<file path="src/rtl/core/ovm_pkg.sv">
`timescale 1ns / 1ps
`default_nettype none
// ----------------------------------------------------------------------------
// ovm_pkg
// shared constants and types for the ordered verdict matcher
// ----------------------------------------------------------------------------
package ovm_pkg;
    localparam int ORDER_DEPTH_DEF   = 16;
    localparam int VERDICT_DEPTH_DEF = 16;
    localparam int STAMP_W = 63;
    localparam int ID_W    = 31;

    localparam logic [1:0] OP_PUT_STAMP   = 2'd0;
    localparam logic [1:0] OP_PUT_VERDICT = 2'd1;
    localparam logic [1:0] OP_POLL        = 2'd2;

    localparam logic [2:0] ST_INSERTED = 3'd0;
    localparam logic [2:0] ST_FULL     = 3'd1;
    localparam logic [2:0] ST_PASS     = 3'd2;
    localparam logic [2:0] ST_BLOCK    = 3'd3;
    localparam logic [2:0] ST_NONE     = 3'd4;

    typedef struct packed {
        logic [1:0]         op;
        logic [STAMP_W-1:0] stamp;
        logic [ID_W-1:0]    flow_id;
        logic               block_bit;
    } t_cmd;
endpackage
`default_nettype wire

</file>
<file path="src/rtl/core/ovm_front.sv">
`timescale 1ns / 1ps
`default_nettype none
// ----------------------------------------------------------------------------
// ovm_front
// two-entry command queue toward the store engine
// ----------------------------------------------------------------------------
module ovm_front import ovm_pkg::*; (
    input  wire logic        i_clk,
    input  wire logic        i_rst_n,
    input  wire logic        i_push,
    output logic             o_full,
    input  wire t_cmd        i_cmd,
    output logic             o_valid,
    output t_cmd             o_cmd,
    input  wire logic        i_take
);
    t_cmd       r_q [2];
    logic [1:0] r_cnt;
    logic       r_rd, r_wr;

    assign o_full  = (r_cnt == 2'd2);
    assign o_valid = (r_cnt != 2'd0);
    assign o_cmd   = r_q[r_rd];

    // queue pointers and count
    always_ff @(posedge i_clk) begin
        if (!i_rst_n) begin
            r_cnt <= '0;
            r_rd  <= 1'b0;
            r_wr  <= 1'b0;
        end else begin
            if (i_push && !o_full) begin
                r_wr <= ~r_wr;
            end
            if (i_take && o_valid) begin
                r_rd <= ~r_rd;
            end
            r_cnt <= r_cnt + {1'b0, i_push && !o_full} - {1'b0, i_take && o_valid};
        end
    end

    // payload storage
    always_ff @(posedge i_clk) begin
        if (i_push && !o_full) begin
            r_q[r_wr] <= i_cmd;
        end
    end
endmodule
`default_nettype wire

</file>
<file path="src/rtl/core/ovm_back.sv">
`timescale 1ns / 1ps
`default_nettype none
// ----------------------------------------------------------------------------
// ovm_back
// store engine: sorted stamp store, verdict store, single result register
// ----------------------------------------------------------------------------
module ovm_back import ovm_pkg::*; #(
    parameter int ORDER_DEPTH   = ORDER_DEPTH_DEF,
    parameter int VERDICT_DEPTH = VERDICT_DEPTH_DEF
) (
    input  wire logic  i_clk,
    input  wire logic  i_rst_n,
    input  wire logic  i_valid,
    input  wire t_cmd  i_cmd,
    output logic       o_take,
    output logic       o_empty,
    output logic [2:0] o_status,
    input  wire logic  i_pop
);
    localparam int OCW = $clog2(ORDER_DEPTH + 1);
    localparam int VCW = $clog2(VERDICT_DEPTH + 1);

    logic [STAMP_W-1:0] r_stamp [ORDER_DEPTH];
    logic [ID_W:0]      r_vent  [VERDICT_DEPTH];
    logic [OCW-1:0]     r_ocnt;
    logic [VCW-1:0]     r_vcnt;
    logic               r_res_v;
    logic [2:0]         r_res;

    logic [ORDER_DEPTH-1:0]   le_vec;
    logic [VERDICT_DEPTH-1:0] hit_vec, first_vec, before_vec;
    logic                     hit_any, oful, vful, match;
    logic [2:0]               n_res;

    // engine takes a transaction when the result slot is free or being popped
    assign o_take   = i_valid && (!r_res_v || i_pop);
    assign o_empty  = !r_res_v;
    assign o_status = r_res;
    assign oful     = (r_ocnt == OCW'(ORDER_DEPTH));
    assign vful     = (r_vcnt == VCW'(VERDICT_DEPTH));

    // parallel compares over the stores
    always_comb begin
        for (int k = 0; k < ORDER_DEPTH; k++) begin
            le_vec[k] = (OCW'(k) < r_ocnt) && (r_stamp[k] <= i_cmd.stamp);
        end
        for (int k = 0; k < VERDICT_DEPTH; k++) begin
            hit_vec[k] = (VCW'(k) < r_vcnt) && (r_vent[k][ID_W-1:0] == i_cmd.flow_id);
        end
        // prefix mask: entries after the first hit
        before_vec = '0;
        for (int k = 1; k < VERDICT_DEPTH; k++) begin
            before_vec[k] = before_vec[k-1] | hit_vec[k-1];
        end
        first_vec = hit_vec & ~before_vec;
        hit_any   = |hit_vec;
        match     = (r_ocnt != '0) && (r_stamp[0] == i_cmd.stamp) && hit_any;
    end

    // status decode
    always_comb begin
        n_res = ST_NONE;
        case (i_cmd.op)
            OP_PUT_STAMP:   n_res = oful ? ST_FULL : ST_INSERTED;
            OP_PUT_VERDICT: n_res = vful ? ST_FULL : ST_INSERTED;
            OP_POLL: begin
                if (match) begin
                    n_res = ST_PASS;
                    for (int k = 0; k < VERDICT_DEPTH; k++) begin
                        if (first_vec[k] && r_vent[k][ID_W]) begin
                            n_res = ST_BLOCK;
                        end
                    end
                end
            end
            default: n_res = ST_NONE;
        endcase
    end

    // control state
    always_ff @(posedge i_clk) begin
        if (!i_rst_n) begin
            r_ocnt  <= '0;
            r_vcnt  <= '0;
            r_res_v <= 1'b0;
        end else begin
            if (i_pop && r_res_v) begin
                r_res_v <= 1'b0;
            end
            if (o_take) begin
                r_res_v <= 1'b1;
                case (i_cmd.op)
                    OP_PUT_STAMP:   if (!oful) r_ocnt <= r_ocnt + 1'b1;
                    OP_PUT_VERDICT: if (!vful) r_vcnt <= r_vcnt + 1'b1;
                    OP_POLL: begin
                        if (match) begin
                            r_ocnt <= r_ocnt - 1'b1;
                            r_vcnt <= r_vcnt - 1'b1;
                        end
                    end
                    default: ;
                endcase
            end
        end
    end

    // result payload
    always_ff @(posedge i_clk) begin
        if (o_take) begin
            r_res <= n_res;
        end
    end

    // store shifting: insert after equal stamps, remove head or hit
    always_ff @(posedge i_clk) begin
        if (o_take) begin
            case (i_cmd.op)
                OP_PUT_STAMP: begin
                    if (!oful) begin
                        if (!le_vec[0]) begin
                            r_stamp[0] <= i_cmd.stamp;
                        end
                        for (int k = 1; k < ORDER_DEPTH; k++) begin
                            if (!le_vec[k]) begin
                                if (le_vec[k-1]) begin
                                    r_stamp[k] <= i_cmd.stamp;
                                end else begin
                                    r_stamp[k] <= r_stamp[k-1];
                                end
                            end
                        end
                    end
                end
                OP_PUT_VERDICT: begin
                    if (!vful) begin
                        for (int k = 0; k < VERDICT_DEPTH; k++) begin
                            if (VCW'(k) == r_vcnt) begin
                                r_vent[k] <= {i_cmd.block_bit, i_cmd.flow_id};
                            end
                        end
                    end
                end
                OP_POLL: begin
                    if (match) begin
                        for (int k = 0; k < ORDER_DEPTH - 1; k++) begin
                            r_stamp[k] <= r_stamp[k+1];
                        end
                        for (int k = 0; k < VERDICT_DEPTH - 1; k++) begin
                            if (before_vec[k] || first_vec[k]) begin
                                r_vent[k] <= r_vent[k+1];
                            end
                        end
                    end
                end
                default: ;
            endcase
        end
    end
endmodule
`default_nettype wire

</file>
<file path="src/rtl/core/ordered_verdict_matcher.sv">
`timescale 1ns / 1ps
`default_nettype none
// ----------------------------------------------------------------------------
// ordered_verdict_matcher
// pairs ordered packet timestamps with verdicts looked up by flow id
//
//   channel   handshake        payload
//   command   push / full      i_operation, i_stamp, i_flow_id, i_block_bit
//   result    empty / pop      o_status
//
// a transaction accepted at one edge is registered in the two-entry queue
// the engine takes it from the queue head and registers its status onto o_status
// the engine finishes one transaction per cycle through parallel compares, but
// a waiting result stalls it; the two-entry queue then fills and full rises
// reset clears the counts and queues; no clearing pass
// ----------------------------------------------------------------------------
module ordered_verdict_matcher import ovm_pkg::*; #(
    parameter int ORDER_DEPTH   = ORDER_DEPTH_DEF,
    parameter int VERDICT_DEPTH = VERDICT_DEPTH_DEF
) (
    input  wire logic               i_clk,
    input  wire logic               i_rst_n,
    input  wire logic               push,
    output logic                    full,
    input  wire logic [1:0]         i_operation,
    input  wire logic [STAMP_W-1:0] i_stamp,
    input  wire logic [ID_W-1:0]    i_flow_id,
    input  wire logic               i_block_bit,
    output logic                    empty,
    input  wire logic               pop,
    output logic [2:0]              o_status
);
    t_cmd in_cmd, q_cmd;
    logic q_valid, q_take;

    assign in_cmd = '{op: i_operation, stamp: i_stamp,
                      flow_id: i_flow_id, block_bit: i_block_bit};

    // front: command queue
    ovm_front u_front (
        .i_clk(i_clk), .i_rst_n(i_rst_n), .i_push(push), .o_full(full),
        .i_cmd(in_cmd), .o_valid(q_valid), .o_cmd(q_cmd), .i_take(q_take)
    );

    // back: store engine
    ovm_back #(.ORDER_DEPTH(ORDER_DEPTH), .VERDICT_DEPTH(VERDICT_DEPTH)) u_back (
        .i_clk(i_clk), .i_rst_n(i_rst_n), .i_valid(q_valid), .i_cmd(q_cmd),
        .o_take(q_take), .o_empty(empty), .o_status(o_status), .i_pop(pop)
    );
endmodule
`default_nettype wire

</file>
<file path="config.mk">
export PLATFORM = sky130hd
export DESIGN_NAME = ordered_verdict_matcher
export DESIGN_NICKNAME = d
export VERILOG_FILES = /design/src/rtl/core/ovm_pkg.sv /design/src/rtl/core/ovm_front.sv /design/src/rtl/core/ovm_back.sv /design/src/rtl/core/ordered_verdict_matcher.sv
export SDC_FILE = /design/constraint.sdc
export NUM_CORES = 2
export LEC_CHECK = 0
export BUFFER_PORTS_ARGS = -buffer_cell sky130_fd_sc_hd__buf_2
export CORE_ASPECT_RATIO = 0.75
export CORE_MARGIN = 5
export CORE_UTILIZATION = 45
export DETAILED_ROUTE_END_ITERATION = 10
export PLACE_DENSITY = 0.7
export SETUP_SLACK_MARGIN = 0.02
export SLEW_MARGIN = 20
export SYNTH_ARGS = -nofsm -noshare
export SYNTH_HDL_FRONTEND = slang
export SYNTH_SLANG_ARGS = --single-unit
</file>
<file path="constraint.sdc">
create_clock -name i_clk -period 8 [get_ports i_clk]
set_input_delay 0.8 -clock i_clk [delete_from_list [all_inputs] [get_ports i_clk]]
set_output_delay 0.8 -clock i_clk [all_outputs]
set_load 0.01 [all_outputs]
</file>
# Yosys cells after proc, flatten, opt, wreduce, memory -nomap -nowiden
# Memories as Yosys holds them, arrays and structs flattened. A register that Yosys moved wholly into a read port is not among the register bits.
# Index checks and enable logic that the tools add are counted.
# word_totals
reg_bits	18
mem_bits_rw	1714
inputBits	101
output_inout_bits	5
wordCells	672
n_memories	3
# memory_table
memory	words	width	read_ports	rd_clocked_by_memory_dff	write_ports	line	text
u_back.r_stamp	16	63	16	0	16	ovm_back.sv:23	logic [STAMP_W-1:0] r_stamp [ORDER_DEPTH];
u_back.r_vent	16	32	16	0	15	ovm_back.sv:24	logic [ID_W:0] r_vent [VERDICT_DEPTH];
u_front.r_q	2	97	1	1	1	ovm_front.sv:17	t_cmd r_q [2];
# classes
n_addsub	6
order_cmp	48
n_eq_ne	40
muxes	423
bitwise	63
reduce_logical	82
# ops
operator	count
$mux 63	30
$le 63x63->1	16
$mux 32	16
$eq 31x31->1	16
$mux 1	368
$lt 4x5->1 const A	16
$eq 63x63->1	1
$or 1x1->1	59
$logic_and 1x1->1	54
$eq 4x5->1 const A	8
$lt 3x5->1 const A	8
$reduce_or 32->1	1
$eq 3x5->1 const A	4
$lt 1x5->1 const A	4
$lt 2x5->1 const A	4
$mux 5	4
$pmux 5 s2	2
$and 16x16->16	1
$not 16->16	1
$reduce_or 16->1	1
$logic_or 1x1->1	15
$add 5x1->5 const B	2
$eq 2x5->1 const A	2
$eq 5x5->1 const B	2
18 further kinds	27

# Depth between registers and ports, before layout
# An unclocked memory read counts as a cell.
# depth
depth_word	38
depth_mapped	20

# Modules after synthesis
# Synthesis repeated with hierarchy kept, for this count alone.
# hier_totals
hier_cells	10114
hier_area_um2	109851.6
# modules_own_cells
mod	n_inst	cells_per_inst	area_per_inst_um2
ovm_back	1	9787	102497.1
ovm_front	1	327	7354.6

# Worst setup path after synthesis
# OpenSTA, ideal clock, no wires.
# synth_timing
path_kind	register to register
start	register with a tool-made name
end	memory u_back.r_stamp[8][0], in the netlist u_back.r_stamp[0][504] (enable)
setup_ps	571
t_arrival_ps	8217
required_ps	7429
path_slack_ps	-788
path_stages_with_launch	17
synth_period_minus_slack_ps	8788
path_cell_list	dfxtp_1 buf_4 buf_8 buf_1 clkbuf_1 mux2_2 inv_1 ha_1 nand4_1 nor4_1 and4_1 a21boi_0 o31a_1 nor3_1 clkbuf_1 clkbuf_1 o21ai_0
# synth_lines
element	line
to (decl)	ovm_back.sv:23

==> summary.md <==
| Metric | Value |
|---|---|
| Outcome | completed |
| Pwr Density | around 320 mW/mm^2 |
| Flip-flop and latch count after synthesis | approximately 1700 |
| Leakage | 45.5 nW |
| GRT Max-Usage Layer | met1 |
| Max stage delay on crit path | roughly 0.87 ns |
| Wire per inst | between 30 and 40 um |
| Clock Latency Late Sink | about 0.89 ns |
| Max Root-Sink Buffers | 4 |
| Top cell type's share of synthesized area | a little under half |
| Syn Nets | ~11000 |
| Number of vias per cell | between 6 and 7 |
| CP Max Fanout | 39 |
| Post-synth ARST share | 0% |
| Final Hold Viols | 0 |
| Crit path time final | 7.19 ns |
| CTS resizes | 0 |
| Gr ovfl total | 0 |
| Max-Cap Viols | 0 |
| Met2 Track Usage GR | 41.2% |
| CP Launch Type | flip-flop |
| FP Rows | 157 |
| DRT Pass-1 Iters | 7 |
| Synth Instances | approximately 10000 |
| Via count | around 91000 |
| Initial antenna violation count | 26 |
| CTS Root Cell | clkbuf_16 |
| Pin count of the biggest net entering global routing | approximately 240 |
| Core Region | between 0.2 and 0.25 sq mm |
| Setup WS pre-CTS | between 1 and 1.5 ns |
| Worst min path class | input pin to flip-flop |
| # hold bufs at CTS | 0 |
| Post-Route WL | around 420000 um |
| # Post-CTS Setup Buffers | 0 |
| Port bufs | 105 |
| Largest cells by area after synthesis | edfxtp_1 (46%), ha_1 (12%), mux2i_1 (5.9%), xnor2_1 (3.9%), o21ai_0 (3.6%) |
| Register area share after synthesis | around 47% |
| Final #Nets | about 11000 |
| Met1 GRT Util | 47.2% |
| Hold Slack | between 0.1 and 0.15 ns |
| Setup WS post-layout | about 0.8 ns |
| Met3 Resource Use GR | 11.6% |
| Layout Area Growth over Synthesis | 10.1% |
| Synth Flop Type | edfxtp_1 |
| DIE WIDTH | 583 um |
| Tcrit/Tclk final | about nine tenths |
| Die height | roughly 440 um |
| I/O pin cnt | approximately 110 |
| Number of global-route vias before repair | around 86000 |
| Worst IR drop on VDD | approximately 0.2 mV |
| Final setup viols | 0 |
| Worst Path Required | about 8.6 ns |
| GRT Util Overall | a little under a third |
| Fin. max-slew vios | 0 |
| Power Total | between 30 and 40 mW |
| Cell with the most instances after synthesis | edfxtp_1 |
| Die area | 0.257 sq mm |
| Initial Util | a little under half |
| Max Fclk | between 0.1 and 0.15 GHz |
| CTS sink count | about 1700 |
| Yosys warns | 0 |
| Cell Area, Synth | 0.111 sq mm |
| Syn_area_per_cell | 10.9 sq um |
| RSZ-0062 raised after global routing | false |
| TritonCTS buffer count | around 190 |
| # DRC | 0 |
| Slew @ Worst Pin | 1.18 ns |
| Worst Setup Path Type | flip-flop to flip-flop |
| Post-synth top cells | edfxtp_1 (1717), ha_1 (1022), o21ai_0 (807), nand2_1 (736), mux2i_1 (650) |
| Setup crit end kind | flip-flop |
| Post-synth EDFFs | 1717 |
| Setup tns final | 0 ns |
| Crit-path slowest cell | or4_1 |
| CP Cell Sequence | mux2_2 -> inv_1 -> ha_1 -> nand3_1 -> or3_1 -> nor3_1 -> nand2_1 -> or4_1 -> nor3_1 -> nand2_1 -> nand3b_1 -> buf_4 -> mux2i_1 -> o21ai_0 |
| CTS H-Tree Depth | 4 |
| Worst R2R Setup Slack | about 0.81 ns |
| Final Wtd Congestion | 1.01 |
| CTS tree | yes |
| Clock slew at reported path FFs | approximately 0.060 ns |
| Detailed Place HPWL | around 300000 um |
| CP arrival | 7.75 ns |
| Count of cell types in the netlist | 84 |
| Synth area leader | edfxtp_1 |
| Hold_sp | i_flow_id[26] |
| First-pass GRT wire length | 605000 um |
| Layout cells sized above 1 | a little over a tenth |
| Routed Antenna Nets | 0 |
| Worst relative slew slack | 19.7% |
| Detailed Route Iter0 Violations | roughly 13000 |
| Clock Skew | roughly 0.070 ns |
-- critical path, delay by kind of cell (launching register included) --
family	cells	cell delay, ns
AOI/OAI and AO/OA	1	0.12
adders and majority gates	1	0.23
DFF	1	0.65
and+or+nand+nor	8	3.61
buffers and inverters	2	1.33
muxes	2	0.81
-- sequential cells by signal, indices dropped and copies added, names as in the netlist, named ones only --
signal,cells
u_front.r_cnt,2
u_front.r_wr,1
u_back.r_ocnt,5
u_back.o_status,3
u_back.r_vent,512
u_front.r_rd,1
u_back.r_res_v,1
u_back.r_stamp,1008
u_back.r_vcnt,5
u_front.r_q,194
-- report_power, final --
part / internal [mW] / switching [mW]
clock: 4.98 / 3.94
sequential: 12.1 / 1.17
combinational: 5.99 / 11.1
-- cells in the final DEF, fill, tap and decap left out, types with 31 or more instances in the layout --
cell type and count:
edfxtp_1 1717, ha_1 1022, o21ai_0 797, nand2_1 719
mux2i_1 644, a21oi_1 583, nor3_1 550, nor2_1 529
xnor2_1 497, a211oi_1 329, buf_4 291, nor4_1 271
a21o_1 257, nand4_1 255, o2bb2ai_1 254, clkbuf_16 192
mux2_2 161, inv_1 151, nand3_1 120, buf_2 105
a31o_2 67, buf_12 54, nor2b_1 53, o21a_1 47
clkbuf_1 39, clkinv_2 38, clkinv_1 33, mux2i_4 32
o211ai_1 31
-- kinds of logic after synthesis --
| kind of cell | after synthesis | synth area share, % |
|---|---|---|
| AO/OA/AOI/OAI | 2550 | 14.6 |
| flip-flops | 1733 | 46.8 |
| XOR/XNOR | 501 | 3.97 |
| AND/OR/NAND/NOR | 2676 | 11.6 |
| buffers and inverters | 864 | 3.55 |
| adder cells (fa/ha/maj) | 1022 | 11.5 |
| multiplexers | 837 | 8.01 |
-- stage by stage --
stage / util, % / instances / instance area [sq um]
CTS: 49.9 / 13500 / 122000
global route: 49.9 / 13500 / 122000
global placement: 47.4 / 13200 / 116000
finish: 49.9 / 13500 / 122000
detailed placement: 47.4 / 13200 / 116000
floorplan: - / 10200 / 111000
-- cell type report --
type                            instances  area, sq um
Fill cell                           21800       123000
Multi-Input combinational cell       7586        55800
Sequential cell                      1733        51900
Clock buffer                          232         4960
Tap cell                             3259         4080
Timing Repair Buffer                  453         3860
Clock inverter                        100          973
Inverter                              152          571
Antenna cell                            8         20.0
-- worst paths after layout --
path	endpoint	depth (start not counted)
setup reg to reg	u_back.r_stamp[0][76]$_DFFE_PP_	14
hold reg to reg	u_back.r_res_v$_SDFFE_PN0P_	1
setup / recovery	u_back.r_stamp[0][76]$_DFFE_PP_	14
hold / removal	u_front.r_q[1][27]$_DFFE_PP_	1
-- routing by layer --
layer | wire length, um | share of wire, % | vias to the layer above
li1 | - | - | 39100
met1 | 181000 | 43 | 45200
met2 | 161000 | 38 | 6393
met3 | 63100 | 15 | 768
met4 | 15600 | 3.7 | 14
met5 | 100 | 0.024 | -
(Power assumes the default switching activity.)
